===== src/rtl/rf_pkg.sv =====
package rf_pkg;

    // Pixel and window geometry.
    localparam int PIX_W = 8;
    localparam int WIN_N = 9;

    // Configuration register widths, limits and reset values.
    localparam int CFG_W      = 11;
    localparam int RANK_W     = 4;
    localparam int MIN_SIZE   = 3;
    localparam int RANK_MAX   = 8;
    localparam int DEF_MAX_WIDTH  = 1024;
    localparam int DEF_MAX_HEIGHT = 1024;
    localparam logic [CFG_W-1:0]  WIDTH_RST  = CFG_W'(7);
    localparam logic [CFG_W-1:0]  HEIGHT_RST = CFG_W'(7);
    localparam logic [RANK_W-1:0] RANK_RST   = RANK_W'(4);

    // Register port.
    localparam int APB_DATA_W = 32;
    localparam int RF_ADDR_W  = 4;
    localparam int REG_IDX_W  = 2;

    // Register indexes (byte address divided by four).
    localparam logic [REG_IDX_W-1:0] RF_REG_WIDTH  = 2'd0;
    localparam logic [REG_IDX_W-1:0] RF_REG_HEIGHT = 2'd1;
    localparam logic [REG_IDX_W-1:0] RF_REG_RANK   = 2'd2;

    typedef logic [PIX_W-1:0] pix_t;
    typedef logic [CFG_W-1:0] cfg_t;
    typedef logic [RANK_W-1:0] rank_t;
    typedef logic [WIN_N-1:0][PIX_W-1:0] win_vec_t;

    // Control that travels with a window through the sorting cells.
    typedef struct packed {
        logic valid;
        logic last;
    } rf_ctl_t;

endpackage


===== src/rtl/rf_sort_cell.sv =====
module rf_sort_cell #(
    parameter bit ODD_PHASE = 1'b0
) (
    input  logic              clk,
    input  logic              rst_n,
    input  rf_pkg::rf_ctl_t   in_ctl,
    input  rf_pkg::win_vec_t  in_data,
    output logic              in_ready,
    output rf_pkg::rf_ctl_t   out_ctl,
    output rf_pkg::win_vec_t  out_data,
    input  logic              out_ready
);

    import rf_pkg::*;

    rf_ctl_t  ctl_reg;
    win_vec_t data_reg;
    win_vec_t data_next;
    logic     load;

    // One phase of odd-even transposition: compare-exchange neighbor pairs.
    always_comb
    begin
        data_next = in_data;
        for (int i = (ODD_PHASE ? 1 : 0); i + 1 < WIN_N; i += 2)
        begin
            if (in_data[i] > in_data[i + 1])
            begin
                data_next[i]     = in_data[i + 1];
                data_next[i + 1] = in_data[i];
            end
        end
    end

    assign load     = !ctl_reg.valid || out_ready;
    assign in_ready = load;

    always_ff @(posedge clk or negedge rst_n)
    begin
        if (!rst_n)
        begin
            ctl_reg <= '0;
        end
        else if (load)
        begin
            ctl_reg <= in_ctl;
        end
    end

    always_ff @(posedge clk)
    begin
        if (load && in_ctl.valid)
        begin
            data_reg <= data_next;
        end
    end

    assign out_ctl  = ctl_reg;
    assign out_data = data_reg;

endmodule


===== config.mk =====
export PLATFORM = sky130hd
export DESIGN_NAME = rf_sort_cell
export DESIGN_NICKNAME = d
export VERILOG_FILES = /design/src/rtl/rf_pkg.sv /design/src/rtl/rf_sort_cell.sv
export SDC_FILE = /design/constraint.sdc
export NUM_CORES = 1
export LEC_CHECK = 0
export ABC_AREA = 1
export BUFFER_PORTS_ARGS = -buffer_cell sky130_fd_sc_hd__buf_2
export CORE_UTILIZATION = 51
export DETAILED_ROUTE_END_ITERATION = 8
export PLACE_DENSITY = 0.81
export SLEW_MARGIN = 20
export SYNTH_ARGS = -nofsm -noshare
export SYNTH_HDL_FRONTEND = slang
export SYNTH_SLANG_ARGS = --single-unit

===== constraint.sdc =====
create_clock -name clk -period 5.4 [get_ports clk]
set_input_delay 0.27 -clock clk [delete_from_list [all_inputs] [get_ports clk]]
set_output_delay 0.27 -clock clk [all_outputs]
set_load 0.05 [all_outputs]

==> run_summary.xml <==
<?xml version="1.0" encoding="UTF-8"?>
<metrics>
  <group name="status">
    <metric name="run_status" unit="">complete, no violations</metric>
  </group>
  <group name="sta">
    <metric name="fin_setup_tns" unit="ps">0</metric>
    <metric name="timing.hold.ws" unit="ps">97.8</metric>
    <metric name="worstMarginPinSlew" unit="ps">926</metric>
    <metric name="period_share" unit="%">40.4</metric>
    <metric name="max-slew-margin-rel" unit="%">38.2</metric>
    <metric name="period_minus_slack" unit="ps">2180</metric>
    <metric name="report.final.setup_viol" unit="">0</metric>
    <metric name="clock.fmax" unit="MHz">458</metric>
    <metric name="skew" unit="ps">9.48</metric>
    <metric name="final_hold_viol_count" unit="">0</metric>
    <metric name="rsz0062_at_grt" unit="">false</metric>
    <metric name="finalMaxSlewViolations" unit="">0</metric>
  </group>
  <group name="worst_setup_path">
    <metric name="arrival" unit="ps">2160</metric>
    <metric name="cp-end-kind" unit="">flip-flop</metric>
    <metric name="timing.critical_path.slowest_cell_delay" unit="ps">710</metric>
    <metric name="worstRegToRegCells" unit="">4</metric>
    <metric name="setup.worst_path.class" unit="">reg2reg</metric>
    <metric name="path_cells" unit="">inv_1 -&gt; nor2_1 -&gt; nor2_4 -&gt; buf_4</metric>
    <metric name="crit_fanout" unit="">41</metric>
    <metric name="timing.critical_path.from_type" unit="">flip-flop</metric>
    <metric name="rr_startpoint" unit="">out_ctl[1]</metric>
    <metric name="r2r-end" unit="">out_data[37]</metric>
    <metric name="worst_setup_path_startpoint" unit="">out_ctl[1]</metric>
    <metric name="cp_data_required_time" unit="ps">5380</metric>
    <metric name="r2r_slack" unit="ps">3220</metric>
    <metric name="critPathSlowestCell" unit="">nor2_4</metric>
  </group>
  <group name="finish">
    <metric name="finish.utilization" unit="%">65.7</metric>
    <metric name="synthToLayoutAreaGrowth" unit="%">23.4</metric>
    <metric name="final_cells" unit="">693</metric>
    <metric name="antenna-diode-count" unit="">0</metric>
    <metric name="final.fill_count" unit="">644</metric>
    <metric name="nNetsFinal" unit="">692</metric>
    <metric name="final_cell_area" unit="µm²">5450</metric>
    <metric name="final_layout_size_suffix_gt1_share" unit="%">48.0</metric>
  </group>
  <group name="logic_synthesis">
    <metric name="yosys.area.top_type" unit="">edfxtp_1</metric>
    <metric name="sequential_fraction_of_the_synthesis_area" unit="%">50.1</metric>
    <metric name="yosysWarningCount" unit="">0</metric>
    <metric name="synth_seq_cells" unit="">74</metric>
    <metric name="yosysUniqueCellTypes" unit="">18</metric>
    <metric name="post_synth_main_area_contributors" unit="">edfxtp_1 (49%), nand2_2 (13%), ha_1 (9.1%)</metric>
    <metric name="post_synth.cell_area_avg" unit="µm²">10.2</metric>
    <metric name="syn_nets" unit="">540</metric>
    <metric name="syn_area" unit="µm²">4420</metric>
    <metric name="synthDominantCellAreaShare" unit="%">49.0</metric>
    <metric name="netlist_instances" unit="">431</metric>
  </group>
  <group name="detailed_routing">
    <metric name="avgViaCountPerCell" unit="">5.01</metric>
    <metric name="starting_drc_count_in_detailed_routing" unit="">98</metric>
    <metric name="dr_total_vias" unit="">3470</metric>
    <metric name="totalWireLength" unit="µm">9180</metric>
    <metric name="ant_nets" unit="">0</metric>
    <metric name="detailedRoute.firstPassIterationCount" unit="">4</metric>
    <metric name="drc" unit="">0</metric>
    <metric name="final_routed_wire_length_divided_by_cell_count" unit="µm">13.2</metric>
  </group>
  <group name="floorplan">
    <metric name="die_footprint" unit="µm²">9030</metric>
    <metric name="dieHeight" unit="µm">95.0</metric>
    <metric name="starting_utilization_of_the_core_area" unit="%">53.2</metric>
    <metric name="num_io_pins" unit="">152</metric>
    <metric name="floorplan.core_area" unit="µm²">8300</metric>
    <metric name="row_count" unit="">33</metric>
    <metric name="die_w" unit="µm">95.0</metric>
  </group>
  <group name="clock_network">
    <metric name="clk_transition_reported_paths" unit="ps">80</metric>
    <metric name="root_buffer" unit="">clkbuf_8</metric>
    <metric name="clockBufferDepth" unit="">2</metric>
    <metric name="cts.sinks" unit="">74</metric>
    <metric name="cts_tree" unit="">yes</metric>
    <metric name="post_cts_resized" unit="">0</metric>
    <metric name="cts.htree.levels" unit="">3</metric>
    <metric name="clock_insertion_delay_at_the_later_pin_of_the_skew_report" unit="ps">340</metric>
    <metric name="cts-buffers-inserted" unit="">9</metric>
  </group>
  <group name="job">
    <metric name="timing.max_cap.violations" unit="">0</metric>
  </group>
  <group name="placement">
    <metric name="dpl-instance-area" unit="µm²">5190</metric>
    <metric name="hpwl" unit="µm">6980</metric>
    <metric name="port-buffer-count" unit="">151</metric>
    <metric name="routabilityCongestion" unit="">0.802</metric>
    <metric name="placedCellCount" unit="">676</metric>
  </group>
  <group name="global_route">
    <metric name="grt_overflow" unit="">0</metric>
    <metric name="grt.total_usage" unit="%">20.5</metric>
    <metric name="number_of_global_route_vias_before_repair" unit="">3222</metric>
    <metric name="grt_first_pass_wirelength" unit="µm">14200</metric>
    <metric name="maximum_number_of_pins_on_one_net_before_global_route_repair" unit="">42</metric>
    <metric name="initial_antenna_violation_count" unit="">2</metric>
  </group>
  <group name="min_path">
    <metric name="hold_path.class" unit="">in2reg</metric>
    <metric name="min-delay-start" unit="">in_data[68]</metric>
    <metric name="whs_path_depth" unit="">1</metric>
    <metric name="worstHoldEndpoint" unit="">out_data[68]</metric>
  </group>
  <group name="pwr">
    <metric name="maximum_vdd_drop" unit="mV">0.162</metric>
    <metric name="reported_leakage_power" unit="µW">0.00272</metric>
    <metric name="power-per-cell-area" unit="nW/µm²">316</metric>
  </group>
</metrics>
cells in the final DEF (no fill, tap or decap), types with 2 or more instances in the layout:
master       n
nor2_1       5
nor2_4       5
clkbuf_8    11
clkinv_2     2
inv_1       43
nand2_4      8
a21oi_1      8
buf_2      151
inv_2        4
nand3_1     64
nand2_2     89
ha_1        32
bufinv_16    3
nand2_1     75
edfxtp_1    72
a21o_1       4
dfrtp_1      2
nor2_2       4
nand4_4      4
timing repair:
| action | in CTS | in global routing |
|---|---|---|
| hold endpoints to repair | 2 | 0 |
| buffers inserted | 0 | 0 |
| hold buffers | 1 | 0 |
cells by family (layout without fill, tap and decap cells):
logic type / Yosys count / in the layout / synth area share [%]
AOI/OAI and AO/OA: 12 / 12 / 1.59
adders and majority gates: 32 / 32 / 9.07
buffers and inverters: 59 / 216 / 6.94
DFF: 74 / 74 / 50.1
and+or+nand+nor: 254 / 254 / 32.3
layout make-up:
cell class                      instances  area [µm²]  area share (%)
Sequential cell                        74        2210            40.6
Multi-Input combinational cell        298        1900            34.9
Timing Repair Buffer                  153         773            14.2
Inverter                               47         176            3.24
Clock buffer                           11         151            2.78
Tap cell                              105         131            2.41
Clock inverter                          5         100            1.84
cells in the mapped netlist (all sizes together):
| cell type | instances |
|---|---|
| dfrtp | 2 |
| nor2 | 14 |
| edfxtp | 72 |
| nand2 | 172 |
| inv | 47 |
| nand3 | 64 |
| a21oi | 8 |
| a21o | 4 |
| buf | 12 |
| nand4 | 4 |
| ha | 32 |
metal layers:
layer	track usage [%]	vias up	part of all wire [%]
met5	0	-	0.14
met4	8.59	2	2.6
met3	5.90	25	7.4
met2	34.2	121	50
met1	24.7	1582	40
li1	-	1740	-
report_power, final:
part	leakage, µW	switching [µW]	internal (µW)
Combinational	0.00187	352	128
Sequential	0.000714	11.7	696
Clock	0.000129	201	331
Total	0.00272	565	1160
critical path, delay by kind of cell, from the launching register on:
family                 cells  cell delay (ps)
DFF                        1              380
and+or+nand+nor            2              780
buffers and inverters      2              640
worst max-delay path by stage:
stage	end	slack, ps
after floorplan	out_data[0]	1160
after global placement	out_data[43]	3280
after detailed placement	out_data[35]	3200
after CTS	out_data[39]	3190
after global routing	out_data[69]	3070
final	out_data[37]	3220
per-stage QoR:
step | setup WS (ps) | power, µW
6_report | 3220 | 1720
5_1_grt | 3070 | 1800
4_1_cts | 3190 | 1730
3_5_place_dp | 3200 | 1200
3_3_place_gp | 3280 | 1190
2_1_floorplan | 1160 | 1100
sequential cells by signal, indices dropped and copies added, names as in the netlist:
register,cells
out_data,72
out_ctl,2
(Power assumes the default switching activity.)
